$ cat config.mk
export PLATFORM = sky130hd
export DESIGN_NAME = tli_seq
export DESIGN_NICKNAME = d
export VERILOG_FILES = /design/src/rtl/tli_pkg.sv /design/src/rtl/tli_seq.sv
export SDC_FILE = /design/constraint.sdc
export NUM_CORES = 1
export LEC_CHECK = 0
export BUFFER_PORTS_ARGS = -buffer_cell sky130_fd_sc_hd__buf_4
export CAP_MARGIN = 20
export CORE_UTILIZATION = 42
export CTS_BUF_LIST = sky130_fd_sc_hd__clkbuf_8
export DETAILED_ROUTE_END_ITERATION = 7
export GPL_ROUTABILITY_DRIVEN = 0
export PLACE_DENSITY = 0.76
export SLEW_MARGIN = 0
export SYNTH_ARGS = -nofsm -noshare
export SYNTH_HDL_FRONTEND = slang
export SYNTH_SLANG_ARGS = --single-unit
$ cat constraint.sdc
create_clock -name clk_i -period 2.1 [get_ports clk_i]
set_clock_uncertainty 0.2 [all_clocks]
set_input_delay 0.63 -clock clk_i [delete_from_list [all_inputs] [get_ports clk_i]]
set_output_delay 0.63 -clock clk_i [all_outputs]
set_load 0.02 [all_outputs]
$ cat src/rtl/tli_pkg.sv
// Shared types, constants and the microcode table of the table interpolator.
// Used by every module in the rtl folder but tli_ram; depends on nothing else.
package tli_pkg;

  localparam int unsigned TABLE_DEPTH = 256;
  localparam int unsigned IDX_W       = $clog2(TABLE_DEPTH);
  localparam int unsigned VAL_W       = 32;
  localparam int unsigned SIZE_W      = 9;
  localparam int unsigned EIDX_W      = 8;
  localparam int unsigned PROD_W      = 2 * VAL_W;
  localparam int unsigned DIV_STEPS   = VAL_W;
  localparam int unsigned DIV_CNT_W   = $clog2(DIV_STEPS + 1);
  localparam logic [SIZE_W-1:0] SIZE_RESET = SIZE_W'(2);

  typedef enum logic {
    OP_LOAD  = 1'b0,
    OP_QUERY = 1'b1
  } op_e;

  typedef enum logic [1:0] {
    REGION_BELOW    = 2'd0,
    REGION_ABOVE    = 2'd1,
    REGION_INTERIOR = 2'd2
  } region_e;

  typedef enum logic [1:0] {
    ADDR_ZERO = 2'd0,
    ADDR_LAST = 2'd1,
    ADDR_MID  = 2'd2
  } addr_sel_e;

  typedef enum logic [2:0] {
    COND_NEXT      = 3'd0,
    COND_ALWAYS    = 3'd1,
    COND_NO_QUERY  = 3'd2,
    COND_CLAMP     = 3'd3,
    COND_SPAN_DONE = 3'd4,
    COND_DIV_BUSY  = 3'd5,
    COND_OUT_FREE  = 3'd6
  } cond_e;

  typedef enum logic [3:0] {
    STEP_IDLE     = 4'd0,
    STEP_INIT     = 4'd1,
    STEP_LOAD_LO  = 4'd2,
    STEP_LOAD_HI  = 4'd3,
    STEP_CLAMP    = 4'd4,
    STEP_PROBE    = 4'd5,
    STEP_NARROW   = 4'd6,
    STEP_DIFF     = 4'd7,
    STEP_MUL      = 4'd8,
    STEP_DIV_GO   = 4'd9,
    STEP_DIV_WAIT = 4'd10,
    STEP_BLEND    = 4'd11,
    STEP_OUT      = 4'd12,
    STEP_RETRY    = 4'd13
  } step_e;

  typedef struct packed {
    logic      idle;
    addr_sel_e addr_sel;
    logic      init;
    logic      ld_lo;
    logic      ld_hi;
    logic      clamp;
    logic      narrow;
    logic      diff;
    logic      mul;
    logic      div_start;
    logic      blend;
    logic      out_wr;
    cond_e     cond;
    step_e     target;
  } ctrl_t;

  typedef struct packed {
    logic query_acc;
    logic clamp;
    logic span_done;
    logic div_busy;
    logic out_free;
  } flags_t;

  // The microprogram: one control word per step. A true condition jumps to
  // the target, otherwise the sequencer moves on to the following step.
  function automatic ctrl_t ucode(step_e step);
    ctrl_t c;
    c = '0;
    case (step)
      STEP_IDLE: begin
        c.idle   = 1'b1;
        c.cond   = COND_NO_QUERY;
        c.target = STEP_IDLE;
      end
      STEP_INIT: begin
        c.init     = 1'b1;
        c.addr_sel = ADDR_ZERO;
      end
      STEP_LOAD_LO: begin
        c.ld_lo    = 1'b1;
        c.addr_sel = ADDR_LAST;
      end
      STEP_LOAD_HI: begin
        c.ld_hi = 1'b1;
      end
      STEP_CLAMP: begin
        c.clamp  = 1'b1;
        c.cond   = COND_CLAMP;
        c.target = STEP_OUT;
      end
      STEP_PROBE: begin
        c.addr_sel = ADDR_MID;
        c.cond     = COND_SPAN_DONE;
        c.target   = STEP_DIFF;
      end
      STEP_NARROW: begin
        c.addr_sel = ADDR_MID;
        c.narrow   = 1'b1;
        c.cond     = COND_ALWAYS;
        c.target   = STEP_PROBE;
      end
      STEP_DIFF: begin
        c.diff = 1'b1;
      end
      STEP_MUL: begin
        c.mul = 1'b1;
      end
      STEP_DIV_GO: begin
        c.div_start = 1'b1;
      end
      STEP_DIV_WAIT: begin
        c.cond   = COND_DIV_BUSY;
        c.target = STEP_DIV_WAIT;
      end
      STEP_BLEND: begin
        c.blend = 1'b1;
      end
      STEP_OUT: begin
        c.out_wr = 1'b1;
        c.cond   = COND_OUT_FREE;
        c.target = STEP_IDLE;
      end
      STEP_RETRY: begin
        c.cond   = COND_ALWAYS;
        c.target = STEP_OUT;
      end
      default: begin
        c.cond   = COND_ALWAYS;
        c.target = STEP_IDLE;
      end
    endcase
    return c;
  endfunction

endpackage

$ cat src/rtl/tli_seq.sv
// Microcode sequencer: step counter, control word lookup and conditional
// jumps. Depends on tli_pkg for the control word table and its types.
module tli_seq
  import tli_pkg::*;
(
  input  logic   clk_i,
  input  logic   rst_ni,
  input  flags_t flags_i,
  output ctrl_t  ctrl_o
);

  step_e step_q, step_d;
  ctrl_t ctrl;
  logic  take;

  assign ctrl = ucode(step_q);

  always_comb begin
    case (ctrl.cond)
      COND_NEXT:      take = 1'b0;
      COND_ALWAYS:    take = 1'b1;
      COND_NO_QUERY:  take = !flags_i.query_acc;
      COND_CLAMP:     take = flags_i.clamp;
      COND_SPAN_DONE: take = flags_i.span_done;
      COND_DIV_BUSY:  take = flags_i.div_busy;
      COND_OUT_FREE:  take = flags_i.out_free;
      default:        take = 1'b1;
    endcase
    step_d = take ? ctrl.target : step_e'(step_q + 4'd1);
  end

  always_ff @(posedge clk_i or negedge rst_ni) begin
    if (!rst_ni) begin
      step_q <= STEP_IDLE;
    end else begin
      step_q <= step_d;
    end
  end

  assign ctrl_o = ctrl;

endmodule

==> results of run 1 <==
-- cells in the mapped netlist --
cell      count
inv_2         1
xnor2_1       1
buf_6         3
and2_1        7
a221o_1       1
ha_1          4
a31oi_1       1
nand2_1       6
nor2b_1       1
o221ai_2      1
a32o_1        1
and2_2        1
nor2b_2       2
and2b_2       1
inv_1         2
nor3_1        2
dfrtp_1       4
o21a_1        3
and3_2        1
buf_4         2
or3_1         1
o21ai_0       4
xor2_1        1
mux2i_1       1
or2b_2        1
a21oi_1       4
mux2_1        4
nor4_1        1
nor2_1        8
nand3_1       1
-- cell families after synthesis --
group / after synthesis
AOI/OAI and AO/OA: 15
xor gates and xnor gates: 2
adders and majority gates: 4
buffers and inverters: 8
DFF: 4
muxes: 5
and+or+nand+nor: 33
-- stage by stage --
step / hold slack, ns / std cells / instance area [µm²] / utilization, %
4_1_cts: 0.00329 / 135 / 1150 / 96.6
3_5_place_dp: 0.231 / 123 / 892 / 75.2
3_3_place_gp: 0.227 / 123 / 892 / 75.2
2_1_floorplan: 0.134 / 71 / 601 / -
-- timing repair --
| action | 4_1_cts |
|---|---|
| gates cloned | 0 |
| buffers inserted | 9 |
| endpoints found under the setup margin | 24 |
| endpoints found under the hold margin | 0 |
| resized for setup | 38 |
| pin swaps | 4 |
==> flow_metrics.py, run 1 <==
metrics = {
    "cts": {
        "cts-htree-levels": 1,
        "cts_buffers": 3,
        "holdBufCountCts": 0,
        "cts_root_buf": "clkbuf_8",
        "cts.sinks": 4,
        "ctsLongestPathBuffers": 2,
    },
    "yosys": {
        "yosysSeqAreaShare_pct": 17.7,
        "synth-simple-area-share_pct": 31.8,
        "yosys.area.top_type": "dfrtp_1",
        "yosysWarnings": 0,
        "synthAdderAreaFrac_pct": 8.83,
        "synthCells": 71,
        "netlist_area_um2": 567,
        "synth_area_leaders": "dfrtp_1 18%, ha_1 8.8%, mux2_1 7.9%",
        "synth_nets": 82,
        "synth_compound_area_share_pct": 18.3,
        "synthMuxAreaShare_pct": 9.71,
        "yosysUniqueCellTypes": 30,
        "synth_top_family_by_area": "simple AND/OR/NAND/NOR gates",
        "synthXorXnorAreaFrac_pct": 3.09,
        "syn_area_per_cell_um2": 7.98,
        "ys_ff_latch": 4,
        "synth_top_area_share_pct": 17.7,
    },
    "sta": {
        "grt-worst-endpoint": "ctrl_o[4]",
        "endpoint_type": "top-level output",
    },
    "placed_design": {
        "port-buffer-count": 26,
        "dpl.hpwl_mm": 1.32,
        "pre_cts_slack_ns": -0.171,
    },
    "die": {
        "initial_core_util_pct": 47.8,
        "fp.dieW_um": 38.7,
        "io_pins": 27,
        "row_count": 12,
        "die_h_um": 38.7,
    },
    "global_routing": {
        "grt_max_degree": 10,
    },
    "outcome": {
        "lastStage": "global routing (5_1_grt)",
        "outcome": "did not finish",
        "firstError": "[ERROR DPL-0038] Utilization greater than 100%, impossible to legalize",
    },
}
==> inputs of run 2 (changes only) <==
--- a/config.mk
+++ b/config.mk
@@ -7,11 +7,11 @@
 export LEC_CHECK = 0
 export BUFFER_PORTS_ARGS = -buffer_cell sky130_fd_sc_hd__buf_4
 export CAP_MARGIN = 20
-export CORE_UTILIZATION = 42
-export CTS_BUF_LIST = sky130_fd_sc_hd__clkbuf_8
+export CORE_AREA = 2 2 63 65
 export DETAILED_ROUTE_END_ITERATION = 7
+export DIE_AREA = 0 0 65 67
 export GPL_ROUTABILITY_DRIVEN = 0
-export PLACE_DENSITY = 0.76
+export PLACE_DENSITY_LB_ADDON = 0.15
 export SLEW_MARGIN = 0
 export SYNTH_ARGS = -nofsm -noshare
 export SYNTH_HDL_FRONTEND = slang
==> constraint.sdc (replaced) <==
create_clock -name clk_i -period 2.73 [get_ports clk_i]
set_clock_uncertainty 0.2 [all_clocks]
set_input_delay 0.819 -clock clk_i [delete_from_list [all_inputs] [get_ports clk_i]]
set_output_delay 0.819 -clock clk_i [all_outputs]
set_load 0.02 [all_outputs]
==> run 2 against run 1 <==
The run now ends clean. Synthesized cell count stayed put. Area after synthesis stayed put.
==> flow_metrics.py, run 2 <==
metrics = {
    "finish": {
        "layout_commonest_cell": "buf_4",
        "layout.nets": 112,
        "final_util_pct": 24.6,
        "syn_to_final_growth_pct": 56.5,
        "drive_above_1_share_pct": 47.5,
        "top_register": "step_q",
        "largest_register_ffs": 4,
        "fillers": 396,
        "largest_registers": "step_q x4",
        "antennaDiodeCount": 0,
        "final_cell_mix": "29 x buf_4, 7 x nor2_1, 7 x and2_1",
    },
    "sta": {
        "final-hold-violation-count": 0,
        "rsz0062_at_grt": "yes",
        "post-route-min-period_ns": 2.70,
        "tightestPinTransition_ns": 0.555,
        "setup_viol": 0,
        "max-slew-margin-rel_pct": 63.0,
        "fmax_mhz": 371,
        "period_share_pct": 98.8,
        "final-max-slew-violation-count": 0,
    },
    "yosys": {
        "synth_nets": 82,
        "yosys.area.top_type": "dfrtp_1",
        "syn_area_per_cell_um2": 7.98,
        "synth_top_area_share_pct": 17.7,
        "synthCells": 71,
        "synth_ff_type": "dfrtp_1",
        "synth_edf_count": 0,
        "synth_common_cells": "8 x nor2_1, 7 x and2_1, 6 x nand2_1",
        "ys_ff_latch": 4,
        "yosysSeqAreaShare_pct": 17.7,
        "synth_most_common_cell": "nor2_1",
        "yosysWarnings": 0,
        "synth_area_leaders": "dfrtp_1 18%, ha_1 8.8%, mux2_1 7.9%",
        "yosysUniqueCellTypes": 30,
        "async_flop_share_pct": 100,
        "netlist_area_um2": 567,
    },
    "die": {
        "die_h_um": 67,
        "fp.dieW_um": 65,
        "die-area_um2": 4360,
        "initial_core_util_pct": 15.7,
        "io_pins": 27,
        "core_area_um2": 3610,
        "row_count": 22,
    },
    "critical_path": {
        "startpoint_type": "flop",
        "cp.required_ns": 1.71,
        "path_cells": "buf_4, ha_4, and2b_2, a221o_1, buf_6",
        "critPathTopFamily": "compound AO/OA/AOI/OAI gates",
        "critPathBufInv": 2,
        "crit_slowest_cell": "a221o_1",
        "path_depth": 5,
        "arrival_ns": 1.68,
        "cp-end-kind": "primary output",
        "critPathMaxStageDelay_ns": 0.39,
        "crit_type": "flop to primary output",
        "r2r_cells": 8,
        "critical_path_peak_fanout": 7,
    },
    "drt": {
        "drc": 0,
        "drt_iter0_drc": 29,
        "routed_wl_mm": 1.71,
        "postRouteAntennaNets": 0,
        "drt_pass1_iterations": 4,
        "vias": 602,
        "avgRoutedWirePerCell_um": 11.7,
        "viasPerCell": 4.10,
    },
    "global_routing": {
        "grtUsageMet3_pct": 2.20,
        "first_global_vias": 616,
        "grt_first_pass_wirelength_mm": 2.90,
        "grt_max_degree": 19,
        "grt_use_total_pct": 8.48,
        "antenna_found_initial": 0,
        "use_met1_pct": 10.2,
        "grtUsageMet2_pct": 14.8,
        "overflow": 0,
        "grt.busiest_layer": "met2",
    },
    "outcome": {
        "outcome": "complete, no violations",
    },
    "placed_design": {
        "dpl.hpwl_mm": 1.34,
        "port-buffer-count": 26,
    },
    "pwr": {
        "p_total_uw": 1110,
        "vdd_ir_drop_max_mv": 0.271,
        "p_per_area_nw_per_um2": 1250,
        "p_leak_uw": 0.000419,
    },
    "worst_hold_path": {
        "hp-class": "input port to asynchronous set/reset pin",
    },
    "cts": {
        "cts_buffers": 3,
        "cts.sinks": 4,
        "ctsLongestPathBuffers": 2,
        "path_clk_slew_ns": 0.03,
        "insertion_delay_ns": 0.21,
        "cts_root_buf": "clkbuf_8",
        "cts_tree": "built",
        "cts-htree-levels": 1,
    },
    "run": {
        "max_cap_viol_count": 0,
    },
}
## run 2: cell counts after synthesis
Identical to the previous run, type by type.
## run 2: what timing repair did
item                       in CTS  in global routing
pin swaps                       0                  1
cloned                          0                  0
buffers inserted                0                  2
hold buffers                    0                  0
gates resized for setup         7                  4
setup endpoints to repair       1                  2
## run 2: worst reg2reg max path, stage by stage (launching register included)
cell	delay, ns
dfrtp_2	0.43
inv_4	0.10
ha_4	0.18
buf_4	0.12
inv_2	0.05
or3_1	0.37
a31oi_1	0.23
o221ai_2	0.22
mux2_1	0.36
## run 2: area by class of cell
class                   count  area (µm²)  share of cell area, %
clock buffers               3        41.3                   4.65
multi-input cells          59         442                   49.8
flip-flops and latches      4         101                   11.4
inverters                   3        13.8                   1.55
well taps                  48        60.1                   6.77
repair buffers             30         229                   25.8
## run 2: power by group
part | leakage, µW | internal, µW | switching, µW | total [µW]
sequential | 0.0000501 | 87.5 | 56.8 | 144
combinational | 0.000347 | 393 | 453 | 846
clock | 0.0000216 | 93.7 | 27.1 | 121
total | 0.000419 | 574 | 537 | 1110
## run 2: final timing paths
kind                       startpoint        end  slack, ns
setup / recovery            step_q[1]  ctrl_o[4]       0.03
hold / removal                 rst_ni  step_q[3]       0.19
setup reg to reg            step_q[0]  step_q[2]       0.36
hold reg to reg             step_q[0]  step_q[0]       0.49
max in group asynchronous      rst_ni  step_q[0]       2.02
min in group clk_i          step_q[0]  step_q[0]       0.49
## run 2: cell families (layout without fill, tap and decap cells)
kind of cell | count (synthesis) | count (layout) | share of synthesized area, %
AO/OA/AOI/OAI | 15 | 15 | 18.3
XOR/XNOR | 2 | 2 | 3.09
adder cells (fa/ha/maj) | 4 | 4 | 8.83
buffers and inverters | 8 | 36 | 10.6
flip-flops | 4 | 4 | 17.7
multiplexers | 5 | 5 | 9.71
AND/OR/NAND/NOR | 33 | 33 | 31.8
## run 2: per-layer routing
| metal | routed length (µm) | share of wire (%) |
|---|---|---|
| met1 | 783 | 46 |
| met2 | 806 | 47 |
| met3 | 105 | 6.1 |
| met4 | 19 | 1.1 |
| met5 | 0 | 0 |
## run 2: stage by stage
stage	instance area (µm²)	TNS (ns)	instances	worst slack, ns	hold slack (ns)
finish	887	0	147	0.0329	0.194
global route	887	-0.0627	147	-0.0441	0.195
CTS	860	0	145	0.0243	0.193
detailed placement	788	0	142	0.118	0.419
global placement	788	0	142	0.154	0.419
floorplan	567	0	71	0.352	0.323
Power figures use the tool's default switching activity.
