--- src/rtl/tli_pkg.sv ---
// Shared types, constants and the microcode table of the table interpolator.
// Used by every module in the rtl folder but tli_ram; depends on nothing else.
package tli_pkg;

  localparam int unsigned TABLE_DEPTH = 256;
  localparam int unsigned IDX_W       = $clog2(TABLE_DEPTH);
  localparam int unsigned VAL_W       = 32;
  localparam int unsigned SIZE_W      = 9;
  localparam int unsigned EIDX_W      = 8;
  localparam int unsigned PROD_W      = 2 * VAL_W;
  localparam int unsigned DIV_STEPS   = VAL_W;
  localparam int unsigned DIV_CNT_W   = $clog2(DIV_STEPS + 1);
  localparam logic [SIZE_W-1:0] SIZE_RESET = SIZE_W'(2);

  typedef enum logic {
    OP_LOAD  = 1'b0,
    OP_QUERY = 1'b1
  } op_e;

  typedef enum logic [1:0] {
    REGION_BELOW    = 2'd0,
    REGION_ABOVE    = 2'd1,
    REGION_INTERIOR = 2'd2
  } region_e;

  typedef enum logic [1:0] {
    ADDR_ZERO = 2'd0,
    ADDR_LAST = 2'd1,
    ADDR_MID  = 2'd2
  } addr_sel_e;

  typedef enum logic [2:0] {
    COND_NEXT      = 3'd0,
    COND_ALWAYS    = 3'd1,
    COND_NO_QUERY  = 3'd2,
    COND_CLAMP     = 3'd3,
    COND_SPAN_DONE = 3'd4,
    COND_DIV_BUSY  = 3'd5,
    COND_OUT_FREE  = 3'd6
  } cond_e;

  typedef enum logic [3:0] {
    STEP_IDLE     = 4'd0,
    STEP_INIT     = 4'd1,
    STEP_LOAD_LO  = 4'd2,
    STEP_LOAD_HI  = 4'd3,
    STEP_CLAMP    = 4'd4,
    STEP_PROBE    = 4'd5,
    STEP_NARROW   = 4'd6,
    STEP_DIFF     = 4'd7,
    STEP_MUL      = 4'd8,
    STEP_DIV_GO   = 4'd9,
    STEP_DIV_WAIT = 4'd10,
    STEP_BLEND    = 4'd11,
    STEP_OUT      = 4'd12,
    STEP_RETRY    = 4'd13
  } step_e;

  typedef struct packed {
    logic      idle;
    addr_sel_e addr_sel;
    logic      init;
    logic      ld_lo;
    logic      ld_hi;
    logic      clamp;
    logic      narrow;
    logic      diff;
    logic      mul;
    logic      div_start;
    logic      blend;
    logic      out_wr;
    cond_e     cond;
    step_e     target;
  } ctrl_t;

  typedef struct packed {
    logic query_acc;
    logic clamp;
    logic span_done;
    logic div_busy;
    logic out_free;
  } flags_t;

  // The microprogram: one control word per step. A true condition jumps to
  // the target, otherwise the sequencer moves on to the following step.
  function automatic ctrl_t ucode(step_e step);
    ctrl_t c;
    c = '0;
    case (step)
      STEP_IDLE: begin
        c.idle   = 1'b1;
        c.cond   = COND_NO_QUERY;
        c.target = STEP_IDLE;
      end
      STEP_INIT: begin
        c.init     = 1'b1;
        c.addr_sel = ADDR_ZERO;
      end
      STEP_LOAD_LO: begin
        c.ld_lo    = 1'b1;
        c.addr_sel = ADDR_LAST;
      end
      STEP_LOAD_HI: begin
        c.ld_hi = 1'b1;
      end
      STEP_CLAMP: begin
        c.clamp  = 1'b1;
        c.cond   = COND_CLAMP;
        c.target = STEP_OUT;
      end
      STEP_PROBE: begin
        c.addr_sel = ADDR_MID;
        c.cond     = COND_SPAN_DONE;
        c.target   = STEP_DIFF;
      end
      STEP_NARROW: begin
        c.addr_sel = ADDR_MID;
        c.narrow   = 1'b1;
        c.cond     = COND_ALWAYS;
        c.target   = STEP_PROBE;
      end
      STEP_DIFF: begin
        c.diff = 1'b1;
      end
      STEP_MUL: begin
        c.mul = 1'b1;
      end
      STEP_DIV_GO: begin
        c.div_start = 1'b1;
      end
      STEP_DIV_WAIT: begin
        c.cond   = COND_DIV_BUSY;
        c.target = STEP_DIV_WAIT;
      end
      STEP_BLEND: begin
        c.blend = 1'b1;
      end
      STEP_OUT: begin
        c.out_wr = 1'b1;
        c.cond   = COND_OUT_FREE;
        c.target = STEP_IDLE;
      end
      STEP_RETRY: begin
        c.cond   = COND_ALWAYS;
        c.target = STEP_OUT;
      end
      default: begin
        c.cond   = COND_ALWAYS;
        c.target = STEP_IDLE;
      end
    endcase
    return c;
  endfunction

endpackage

--- src/rtl/tli_div.sv ---
// Restoring divider, one quotient bit per cycle, for a dividend whose upper
// half is below the divisor. Depends on tli_pkg.
module tli_div
  import tli_pkg::*;
(
  input  logic              clk_i,
  input  logic              rst_ni,
  input  logic              start_i,
  input  logic [PROD_W-1:0] dividend_i,
  input  logic [VAL_W-1:0]  divisor_i,
  output logic              busy_o,
  output logic [VAL_W-1:0]  quotient_o
);

  logic [DIV_CNT_W-1:0] cnt_q, cnt_d;
  logic [VAL_W-1:0]     rem_q, rem_d;
  logic [VAL_W-1:0]     quo_q, quo_d;
  logic [VAL_W:0]       trial;
  logic                 fits;

  assign trial = {rem_q, quo_q[VAL_W-1]};
  assign fits  = trial >= {1'b0, divisor_i};

  always_comb begin
    cnt_d = cnt_q;
    rem_d = rem_q;
    quo_d = quo_q;
    if (start_i) begin
      cnt_d = DIV_CNT_W'(DIV_STEPS);
      rem_d = dividend_i[PROD_W-1:VAL_W];
      quo_d = dividend_i[VAL_W-1:0];
    end else if (cnt_q != '0) begin
      cnt_d = cnt_q - DIV_CNT_W'(1);
      rem_d = fits ? VAL_W'(trial - {1'b0, divisor_i}) : trial[VAL_W-1:0];
      quo_d = {quo_q[VAL_W-2:0], fits};
    end
  end

  always_ff @(posedge clk_i or negedge rst_ni) begin
    if (!rst_ni) begin
      cnt_q <= '0;
    end else begin
      cnt_q <= cnt_d;
    end
  end

  always_ff @(posedge clk_i) begin
    rem_q <= rem_d;
    quo_q <= quo_d;
  end

  assign busy_o     = cnt_q != '0;
  assign quotient_o = quo_q;

endmodule

--- config.mk ---
export PLATFORM = sky130hd
export DESIGN_NAME = tli_div
export DESIGN_NICKNAME = d
export VERILOG_FILES = /design/src/rtl/tli_pkg.sv /design/src/rtl/tli_div.sv
export SDC_FILE = /design/constraint.sdc
export NUM_CORES = 1
export LEC_CHECK = 0
export ABC_CLOCK_PERIOD_IN_PS = 4400
export BUFFER_PORTS_ARGS = -buffer_cell sky130_fd_sc_hd__buf_2
export CAP_MARGIN = 40
export CELL_PAD_IN_SITES_DETAIL_PLACEMENT = 1
export CELL_PAD_IN_SITES_GLOBAL_PLACEMENT = 1
export CORE_ASPECT_RATIO = 0.6
export CORE_MARGIN = 1
export CORE_UTILIZATION = 35
export CTS_CLUSTER_DIAMETER = 100
export DETAILED_ROUTE_END_ITERATION = 12
export PLACE_DENSITY = 0.79
export SLEW_MARGIN = 20
export SYNTH_ARGS = -nofsm -noshare
export SYNTH_HDL_FRONTEND = slang
export SYNTH_SLANG_ARGS = --single-unit
--- constraint.sdc ---
create_clock -name clk_i -period 4.4 [get_ports clk_i]
set_input_delay 1.1 -clock clk_i [delete_from_list [all_inputs] [get_ports clk_i]]
set_output_delay 1.1 -clock clk_i [all_outputs]
set_load 0.005 [all_outputs]
==> flow_metrics.env, run 1 <==
export IMPL_status="complete, no violations"
export IMPL_dieHeight_um=98.11
export IMPL_cts_tree="done"
export IMPL_rsz0062_at_grt="no"
export IMPL_grt_util_met1_pct=29.33
export IMPL_grt_pass1_wl_um=24300
export IMPL_p_leak_nw=2.944
export IMPL_core_area_um2=14760
export IMPL_synth_edff_count=64
export IMPL_hold_viol_final=0
export IMPL_synth_simple_area_share_pct=11.96
export IMPL_p_per_area_nw_per_um2=724.7
export IMPL_synthMuxAreaShare_pct=12.49
export IMPL_finalCritPeriodShare_pct=84.25
export IMPL_required_ns=4.47
export IMPL_cap_viol_max_count=0
export IMPL_critPathLaunchType="input pin"
export IMPL_layout_drive_gt1_share_pct=32.48
export IMPL_fp_dieW_um=162.2
export IMPL_finalCriticalPeriod_ns=3.707
export IMPL_max_freq_mhz=269.8
export IMPL_clk_path_buf_depth=2
export IMPL_dr_pass1_iters=4
export IMPL_setup_viol=0
export IMPL_regToRegStartpoint="rem_q[23]"
export IMPL_reg2reg_slack_ns=1.17
export IMPL_ios=132
export IMPL_numCtsBuffers=9
export IMPL_post_cts_resized=0
export IMPL_met2_usage_pct=28.10
export IMPL_synth_fp_nets=664
export IMPL_vias=4456
export IMPL_syn_inst=531
export IMPL_fin_nets=790
export IMPL_grt_ovfl_total=0
export IMPL_synth_xor_area_share_pct=4.877
export IMPL_grtUsageMet3_pct=4.248
export IMPL_min_path_type="reg2reg"
export IMPL_globalplace_congestion=0.8544
export IMPL_dp_hpwl_um=11500
export IMPL_busiest_layer="met1"
export IMPL_hold_ws_ns=0.5710
export IMPL_synthAdderAreaFrac_pct=8.035
export IMPL_cts_sinks=70
export IMPL_r2r_end="rem_q[18]"
export IMPL_grt_max_degree=54
export IMPL_synth_seq_area_share_pct=38.46
export IMPL_rows=34
export IMPL_start_util_pct=36.50
export IMPL_path_cells="buf_2 -> inv_1 -> ha_1 -> nand3_1 -> nor4_1 -> nand3_1 -> o21ai_2 -> a21oi_1 -> nor2_8 -> nor3b_2 -> a221o_1"
export IMPL_synth_area_um2=5388
export IMPL_worst_r2r_cell_count=9
export IMPL_hold_buffers=0
export IMPL_final_cell_mix="132 x buf_2, 64 x edfxtp_1, 55 x a21oi_1"
export IMPL_grt_pass1_vias=4700
export IMPL_ant_nets=0
export IMPL_worst_pin_slew_ns=0.7401
export IMPL_die_area_um2=15910
export IMPL_path_clk_slew_ns=0.06
export IMPL_synth_distinct_cells=69
export IMPL_worstSetupPathType="in2reg"
export IMPL_routed_wl_um=14940
export IMPL_synth_compound_area_share_pct=17.91
export IMPL_critPathCaptureType="flip-flop"
export IMPL_post_cts_buffers=0
export IMPL_ys_seq_elements=70
export IMPL_cp_arrival_ns=3.78
export IMPL_slowest_stage="nor2_8"
export IMPL_first_iter_violations=248
export IMPL_port_buffer_count=131
export IMPL_crit_path_max_fanout=33
export IMPL_yosys_warnings=0
export IMPL_clockRootBuffer="clkbuf_16"
export IMPL_finClkSkew_ns=0.009708
export IMPL_dp_cells=843
export IMPL_clk_latency_ns=0.33
export IMPL_postLayoutCoreUtil_pct=44.03
export IMPL_total_power_mw=4.711
export IMPL_synth_area_per_cell_um2=10.15
export IMPL_slowest_delay_ns=0.61
export IMPL_routedWlPerCell_um=17.35
export IMPL_synth_top_family_by_area="compound AO/OA/AOI/OAI gates"
export IMPL_area_growth_synth_to_final_pct=20.65
export IMPL_drc=0
export IMPL_startpoint="divisor_i[24]"
export IMPL_routed_via_density=5.175
export IMPL_antenna_found_initial=0
export IMPL_synth_main_ff_cell="edfxtp_1"
export IMPL_htree_levels=3
export IMPL_setup_worst_path_end="rem_q[18]"
export IMPL_maxSlewViolCount=0
export IMPL_fin_cells=861
export IMPL_tns_ns=0
export IMPL_final_common_cell="buf_2"
export IMPL_timing_slew_headroom_pct=50.66
export IMPL_ys_async_sr_fraction_pct=8.571
export IMPL_grt_usage_pct=19.40
export IMPL_crit_path_frequent_cell="nand3_1"
export IMPL_ir_drop_mv=0.2890
[routing by layer]
metal	up-vias	share of wire, %
li1	2191	-
met4	0	0.49
met2	112	42
met1	2147	53
met5	-	0
met3	6	4.8
[cells by family after synthesis]
logic type	Yosys count
buffers and inverters	67
AO/OA/AOI/OAI	138
flip-flops	70
XOR/XNOR	30
adder cells (fa/ha/maj)	34
AND/OR/NAND/NOR	129
multiplexers	63
[cell type report]
| class | instances | area [um2] |
|---|---|---|
| tap | 198 | 247.7 |
| sequential | 70 | 2072 |
| antenna | 1 | 2.502 |
| inverter | 46 | 177.7 |
| clock inverter | 6 | 87.58 |
| timing repair buffer | 136 | 703.2 |
| fill | 1699 | 8262 |
| clock buffer | 10 | 229.0 |
| multi-input combinational | 394 | 2980 |
[through the flow]
step                      cell area [um2]  setup WS [ns]
after CTS                            6492         0.6868
final                                6500         0.6929
after global placement               6176         0.5089
after detailed placement             6176         0.3448
after global routing                 6497         0.4418
after floorplan                      5388         0.8660
[worst min-delay path by stage]
stage / slack (ns) / from / end / cells past startpoint
2_1_floorplan: 0.50 / cnt_q[1] / cnt_q[1] / 2
3_3_place_gp: 0.53 / cnt_q[1] / cnt_q[1] / 2
3_5_place_dp: 0.56 / cnt_q[1] / cnt_q[1] / 2
4_1_cts: 0.57 / rst_ni / cnt_q[1] / 1
5_1_grt: 0.58 / rst_ni / cnt_q[1] / 1
6_report: 0.57 / quotient_o[20] / quotient_o[21] / 1
[synth_stat cells, drive strengths merged (3+ instances only)]
cell         number  area, um2
o211ai            4      35.03
a31oi             4      40.04
nor2             48      199.0
mux2             34      382.9
and4              3      26.28
nand4             4      25.02
mux2i            29      290.3
inv              46      177.7
dlygate4sd1       3      26.28
nor4              4      25.02
ha               33      412.9
a211oi            3      37.54
dfrtp             6      150.1
a221o             4      40.04
a311oi            3      50.05
nor3              6      30.03
buf              15      122.6
nand2b            3      18.77
o21ai            26      141.4
nor3b             4      50.05
xor2             10      87.58
o21a              6      45.04
nand3            14      70.07
clkbuf            3      11.26
edfxtp           64       1922
xnor2            20      175.2
nand2            32      125.1
a21o             11      82.58
a21oi            60      349.1
[power by group]
| group | internal (mW) | switching, mW | total [mW] |
|---|---|---|---|
| sequential | 1.07 | 0.150 | 1.22 |
| combinational | 1.15 | 1.56 | 2.71 |
| clock | 0.496 | 0.282 | 0.778 |
| total | 2.72 | 1.99 | 4.71 |
[state kept, by name, indices dropped and copies added (netlist names)]
signal,count
rem_q,32
cnt_q,6
quotient_o,32
[critical path, delay by kind of cell]
family / cells / cell delay [ns]
simple gates: 5 / 1.41
buf+inv: 2 / 0.11
fa+ha+maj: 1 / 0.43
compound gates: 3 / 0.71
Note: power is estimated with default switching activity, not from simulation.
==> run 2: changes to the inputs <==
--- a/config.mk
+++ b/config.mk
@@ -5,7 +5,8 @@
 export SDC_FILE = /design/constraint.sdc
 export NUM_CORES = 1
 export LEC_CHECK = 0
-export ABC_CLOCK_PERIOD_IN_PS = 4400
+export ABC_AREA = 1
+export ABC_CLOCK_PERIOD_IN_PS = 3900
 export BUFFER_PORTS_ARGS = -buffer_cell sky130_fd_sc_hd__buf_2
 export CAP_MARGIN = 40
 export CELL_PAD_IN_SITES_DETAIL_PLACEMENT = 1
@@ -15,7 +16,7 @@
 export CORE_UTILIZATION = 35
 export CTS_CLUSTER_DIAMETER = 100
 export DETAILED_ROUTE_END_ITERATION = 12
-export PLACE_DENSITY = 0.79
+export PLACE_DENSITY = 0.84
 export SLEW_MARGIN = 20
 export SYNTH_ARGS = -nofsm -noshare
 export SYNTH_HDL_FRONTEND = slang
==> constraint.sdc (replaced) <==
create_clock -name clk_i -period 3.9 [get_ports clk_i]
set_input_delay 0.975 -clock clk_i [delete_from_list [all_inputs] [get_ports clk_i]]
set_output_delay 0.975 -clock clk_i [all_outputs]
set_load 0.005 [all_outputs]
==> flow_metrics.env, run 2 <==
export IMPL_status="complete, no violations"
export IMPL_clockRootBuffer="clkbuf_16"
export IMPL_synthTopCellsByCount="438 x nand2_1, 169 x inv_1, 64 x edfxtp_1, 62 x nand3_1, 39 x nor2_1"
export IMPL_min_path_type="in2async"
export IMPL_yosysTopAreaCell="edfxtp_1"
export IMPL_cap_viol_max_count=0
export IMPL_vias=6349
export IMPL_yosys_warnings=0
export IMPL_first_iter_violations=491
export IMPL_fin_cells=1319
export IMPL_die_area_um2=18240
export IMPL_area_growth_synth_to_final_pct=19.14
export IMPL_grt_pass1_wl_um=34290
export IMPL_clk_path_buf_depth=2
export IMPL_ff_latch_area_um2=2072
export IMPL_rsz0062_at_grt="no"
export IMPL_rows=37
export IMPL_fp_dieW_um=173.7
export IMPL_routed_via_density=4.813
export IMPL_grt_ovfl_total=0
export IMPL_r2r_end="rem_q[28]"
export IMPL_maxSlewViolCount=0
export IMPL_fin_nets=1213
export IMPL_routedWlPerCell_um=16.53
export IMPL_cts_tree="done"
export IMPL_diodes=0
export IMPL_core_area_um2=17220
export IMPL_synth_fp_nets=1086
export IMPL_grt_max_degree=40
export IMPL_antenna_found_initial=0
export IMPL_dpl_cell_area_um2=7077
export IMPL_worst_pin_slew_ns=0.4508
export IMPL_yosysTopAreaCellShare_pct=31.04
export IMPL_dp_cells=1303
export IMPL_p_leak_nw=4.239
export IMPL_synth_distinct_cells=35
export IMPL_dp_hpwl_um=17430
export IMPL_ant_nets=0
export IMPL_synth_most_common_cell="nand2_1"
export IMPL_total_power_mw=5.443
export IMPL_worst_r2r_cell_count=13
export IMPL_post_cts_resized=0
export IMPL_tns_ns=0
export IMPL_synth_area_leaders="edfxtp_1 31%, nand2_1 27%, inv_1 10%, ha_1 6.7%, nand3_1 5.0%"
export IMPL_path_clk_slew_ns=0.07
export IMPL_postLayoutCoreUtil_pct=42.83
export IMPL_finalCriticalPeriod_ns=3.045
export IMPL_postLayoutCellArea_um2=7376
export IMPL_drc=0
export IMPL_post_cts_buffers=0
export IMPL_worstSetupPathType="in2reg"
export IMPL_synth_main_ff_cell="edfxtp_1"
export IMPL_port_buffer_count=131
export IMPL_layout_drive_gt1_share_pct=17.14
export IMPL_max_freq_mhz=328.4
export IMPL_synth_seq_area_share_pct=33.47
export IMPL_ir_drop_mv=0.2564
export IMPL_reg2reg_slack_ns=1.07
export IMPL_synth_area_um2=6191
export IMPL_clk_latency_ns=0.36
export IMPL_routed_wl_um=21800
export IMPL_critPathLaunchType="input pin"
export IMPL_regToRegStartpoint="rem_q[18]"
export IMPL_start_util_pct=35.95
export IMPL_cts_sinks=70
export IMPL_globalplace_congestion=0.9583
export IMPL_required_ns=4.01
export IMPL_critPathCaptureType="flip-flop"
export IMPL_dr_pass1_iters=4
export IMPL_finalCritPeriodShare_pct=78.07
export IMPL_timing_slew_headroom_pct=69.90
export IMPL_multi_input_area_um2=3314
export IMPL_dieHeight_um=105.0
export IMPL_hold_viol_final=0
export IMPL_ys_seq_elements=70
export IMPL_setup_viol=0
export IMPL_hold_buffers=0
export IMPL_grt_usage_pct=24.31
export IMPL_syn_inst=953
export IMPL_final_cell_mix="438 x nand2_1, 167 x inv_1, 131 x buf_2"
export IMPL_ios=132
export IMPL_final_common_cell="nand2_1"
export IMPL_htree_levels=3
export IMPL_p_per_area_nw_per_um2=737.9
export IMPL_fillers=2393
export IMPL_ys_async_sr_fraction_pct=8.571
export IMPL_synth_edff_count=64
export IMPL_numCtsBuffers=9
export IMPL_grt_pass1_vias=6356
export IMPL_synth_area_per_cell_um2=6.496
export IMPL_cp_arrival_ns=3.16
export IMPL_crit_path_max_fanout=21
export IMPL_finClkSkew_ns=0.01664
[run 2: changes by cell type in the layout (fill, tap and decap cells not counted), moves of 29 or more]
cell / before / now
nand2_1: 29 / 438
inv_1: 45 / 167
nand3_1: 14 / 62
mux2_2: 34 / 0
a21oi_1: 55 / 23
mux2i_1: 29 / 0
[run 2: worst max-delay path, stage by stage]
cell and delay (ns):
buf_2 0.07, inv_1 0.07, ha_1 0.46, nand2_2 0.12, nor2_2 0.20, inv_2 0.07
nor2_2 0.10, nand2_1 0.09, nor3_2 0.17, nor2_2 0.08, nand2_2 0.27, buf_12 0.21
nand3_1 0.11, nand2_1 0.08, nand2_1 0.05
[run 2: worst max path at each step]
| stage | cells after the start | to | startpoint | slack [ns] |
|---|---|---|---|---|
| floorplan | 4 | quotient_o[0] | start_i | 0.66 |
| CTS | 8 | busy_o | cnt_q[0] | 0.87 |
| detailed placement | 16 | rem_q[0] | divisor_i[7] | 0.54 |
| global route | 8 | busy_o | cnt_q[0] | 0.62 |
| finish | 15 | rem_q[28] | divisor_i[19] | 0.86 |
| global placement | 16 | rem_q[16] | divisor_i[7] | 0.60 |
[run 2: cells by family after synthesis]
family	share of synthesized area, %
fa+ha+maj	6.993
flops	33.47
simple gates	41.33
buf+inv	12.99
xor+xnor	2.122
compound gates	3.092
[run 2: area by class of cell]
cell class	instances	area share (%)
clock buffers	9	3.053
clock inverters	7	1.001
multi-input cells	686	44.94
flip-flops and latches	70	28.09
inverters	173	8.804
repair buffers	140	10.14
well taps	234	3.969
[run 2: report_power, final]
group,internal (mW),switching [mW]
sequential,1.15,0.160
combinational,1.11,2.14
clock,0.456,0.423
[run 2: per-stage QoR]
stage | hold slack (ns) | worst slack (ns)
floorplan | 0.4520 | 0.6587
global placement | 0.4776 | 0.5963
detailed placement | 0.4853 | 0.5433
CTS | 0.4416 | 0.8700
global route | 0.4450 | 0.6212
finish | 0.4389 | 0.8553
[run 2: layer usage]
metal / up-vias / wire [um] / global-route usage (%)
met2: 142 / 8681 / 34.60
met5: - / 0 / 0
met4: 0 / 104 / 3.697
li1: 3197 / - / -
met3: 11 / 1172 / 4.694
met1: 2999 / 11850 / 37.79
==> run 3: changes to the inputs <==
--- a/config.mk
+++ b/config.mk
@@ -5,8 +5,8 @@
 export SDC_FILE = /design/constraint.sdc
 export NUM_CORES = 1
 export LEC_CHECK = 0
-export ABC_AREA = 1
-export ABC_CLOCK_PERIOD_IN_PS = 3900
+export ABC_AREA = 0
+export ABC_CLOCK_PERIOD_IN_PS = 2550
 export BUFFER_PORTS_ARGS = -buffer_cell sky130_fd_sc_hd__buf_2
 export CAP_MARGIN = 40
 export CELL_PAD_IN_SITES_DETAIL_PLACEMENT = 1
@@ -16,7 +16,7 @@
 export CORE_UTILIZATION = 35
 export CTS_CLUSTER_DIAMETER = 100
 export DETAILED_ROUTE_END_ITERATION = 12
-export PLACE_DENSITY = 0.84
+export PLACE_DENSITY = 0.82
 export SLEW_MARGIN = 20
 export SYNTH_ARGS = -nofsm -noshare
 export SYNTH_HDL_FRONTEND = slang
==> constraint.sdc (replaced) <==
create_clock -name clk_i -period 2.55 [get_ports clk_i]
set_input_delay 0.6375 -clock clk_i [delete_from_list [all_inputs] [get_ports clk_i]]
set_output_delay 0.6375 -clock clk_i [all_outputs]
set_load 0.005 [all_outputs]
==> flow_metrics.env, run 3 (synthesis gave the netlist of run 1 again) <==
export IMPL_grt_ovfl_total=0
export IMPL_hold_buffers=0
export IMPL_finalCritPeriodShare_pct=112.2
export IMPL_numCtsBuffers=9
export IMPL_fin_nets=910
export IMPL_clk_path_buf_depth=2
export IMPL_path_clk_slew_ns=0.06
export IMPL_fin_cells=980
export IMPL_cts_sinks=70
export IMPL_status="finished with violations"
export IMPL_final_common_cell="buf_2"
export IMPL_area_growth_synth_to_final_pct=51.21
export IMPL_layout_drive_gt1_share_pct=53.84
export IMPL_grt_usage_pct=25.77
export IMPL_vias=5304
export IMPL_worst_r2r_cell_count=11
export IMPL_violations="negative setup slack"
export IMPL_dp_hpwl_um=14360
export IMPL_antenna_found_initial=0
export IMPL_drc=0
export IMPL_die_area_um2=15910
export IMPL_ant_nets=0
export IMPL_grt_pass1_vias=5675
export IMPL_fp_dieW_um=162.2
export IMPL_routed_wl_um=21080
export IMPL_routed_via_density=5.412
export IMPL_cp_arrival_ns=2.95
export IMPL_htree_levels=3
export IMPL_p_per_area_nw_per_um2=1392
export IMPL_ios=132
export IMPL_globalplace_congestion=0.8968
export IMPL_worstSetupPathType="reg2reg"
export IMPL_dp_cells=928
export IMPL_fillers=1644
export IMPL_min_path_type="in2async"
export IMPL_cap_viol_max_count=0
export IMPL_ir_drop_mv=0.4983
export IMPL_dr_pass1_iters=5
export IMPL_timing_final_ws_setup_ns=-0.3104
export IMPL_p_leak_nw=3.606
export IMPL_cts_tree="done"
export IMPL_crit_path_max_fanout=3
export IMPL_worst_pin_slew_ns=0.6639
export IMPL_hold_viol_final=0
export IMPL_diodes=0
export IMPL_maxSlewViolCount=0
export IMPL_rows=34
export IMPL_timing_slew_headroom_pct=55.74
export IMPL_clk_latency_ns=0.34
export IMPL_setup_viol=33
export IMPL_regToRegStartpoint="quotient_o[31]"
export IMPL_grt_max_degree=49
export IMPL_critPathCaptureType="flip-flop"
export IMPL_tns_ns=-5.468
export IMPL_routedWlPerCell_um=21.51
export IMPL_critPathLaunchType="flip-flop"
export IMPL_core_area_um2=14760
export IMPL_required_ns=2.64
export IMPL_dieHeight_um=98.11
export IMPL_grt_pass1_wl_um=31310
export IMPL_finalCriticalPeriod_ns=2.860
export IMPL_rsz0062_at_grt="yes"
export IMPL_start_util_pct=36.50
export IMPL_r2r_end="rem_q[28]"
export IMPL_max_freq_mhz=349.6
export IMPL_first_iter_violations=390
export IMPL_reg2reg_slack_ns=-0.31
export IMPL_finClkSkew_ns=0.008536
export IMPL_clockRootBuffer="clkbuf_16"
export IMPL_port_buffer_count=131
export IMPL_final_cell_mix="131 x buf_2, 119 x buf_4, 64 x edfxtp_1"
-- run 3: cell count changes in the layout (fill, tap and decap cells not counted), moves of 25 or more --
cell	before	now
nand3_1	62	9
nand2_1	438	24
inv_1	167	32
ha_4	0	26
mux2i_1	0	25
buf_4	7	119
mux2_2	0	31
ha_1	33	7
-- run 3: where the power goes --
| group | switching, mW | internal, mW |
|---|---|---|
| Sequential | 0.372 | 1.85 |
| Clock | 0.556 | 0.860 |
| Combinational | 3.85 | 3.85 |
| Total | 4.78 | 6.56 |
-- run 3: final cells by class --
type                            instances  area (um2)  area share [%]
Inverter                               46       187.7           2.304
Clock inverter                          7       96.34           1.183
Timing Repair Buffer                  256        1657           20.33
Tap cell                              198       247.7           3.041
Sequential cell                        70        2072           25.43
Clock buffer                            9       225.2           2.765
Multi-Input combinational cell        394        3661           44.94
-- run 3: repair_timing --
| item | 4_1_cts | 5_1_grt |
|---|---|---|
| buffers inserted | 28 | 7 |
| pin swaps | 49 | 15 |
| gates resized for setup | 37 | 20 |
| cloned | 1 | 0 |
| setup endpoints to repair | 33 | 33 |
-- run 3: worst max-delay path by stage --
stage / endpoint / depth (start not counted) / start / slack, ns
CTS: rem_q[10] / 11 / rem_q[3] / -0.16
floorplan: rem_q[28] / 10 / divisor_i[0] / -0.20
global route: rem_q[28] / 9 / rem_q[12] / -0.35
global placement: rem_q[30] / 11 / divisor_i[0] / -0.48
finish: rem_q[28] / 11 / quotient_o[31] / -0.31
detailed placement: rem_q[1] / 12 / divisor_i[26] / -0.59
-- run 3: metrics by stage --
| stage | hold slack [ns] | area [um2] | utilization (%) | power, mW | setup slack, ns |
|---|---|---|---|---|---|
| 5_1_grt | 0.1075 | 8147 | 55.19 | 11.90 | -0.3505 |
| 4_1_cts | 0.1051 | 7988 | 54.11 | 10.77 | -0.1566 |
| 6_report | 0.1037 | 8147 | 55.19 | 11.34 | -0.3104 |
| 2_1_floorplan | 0.3419 | 5844 | - | 6.330 | -0.1997 |
| 3_3_place_gp | 0.4651 | 7257 | 49.16 | 8.187 | -0.4754 |
| 3_5_place_dp | 0.4662 | 7257 | 49.16 | 8.548 | -0.5884 |
-- run 3: worst max-delay path, cell delays in order, from the launching register on --
cell,delay [ns]
edfxtp_1,0.41
inv_2,0.09
ha_4,0.13
fa_2,0.23
nor2b_4,0.05
o31a_1,0.28
o22ai_2,0.26
o211ai_1,0.17
a221oi_1,0.38
a21oi_1,0.13
xor2_1,0.18
a221o_1,0.30
-- run 3: per-layer routing --
| metal | vias up | wire length, um | part of all wire, % | global-route usage [%] |
|---|---|---|---|---|
| li1 | 2434 | - | - | - |
| met1 | 2596 | 9408 | 45 | 33.86 |
| met2 | 228 | 9908 | 47 | 42.62 |
| met3 | 46 | 1189 | 5.6 | 4.970 |
| met4 | 0 | 573 | 2.7 | 8.345 |
| met5 | - | 0 | 0 | 0 |
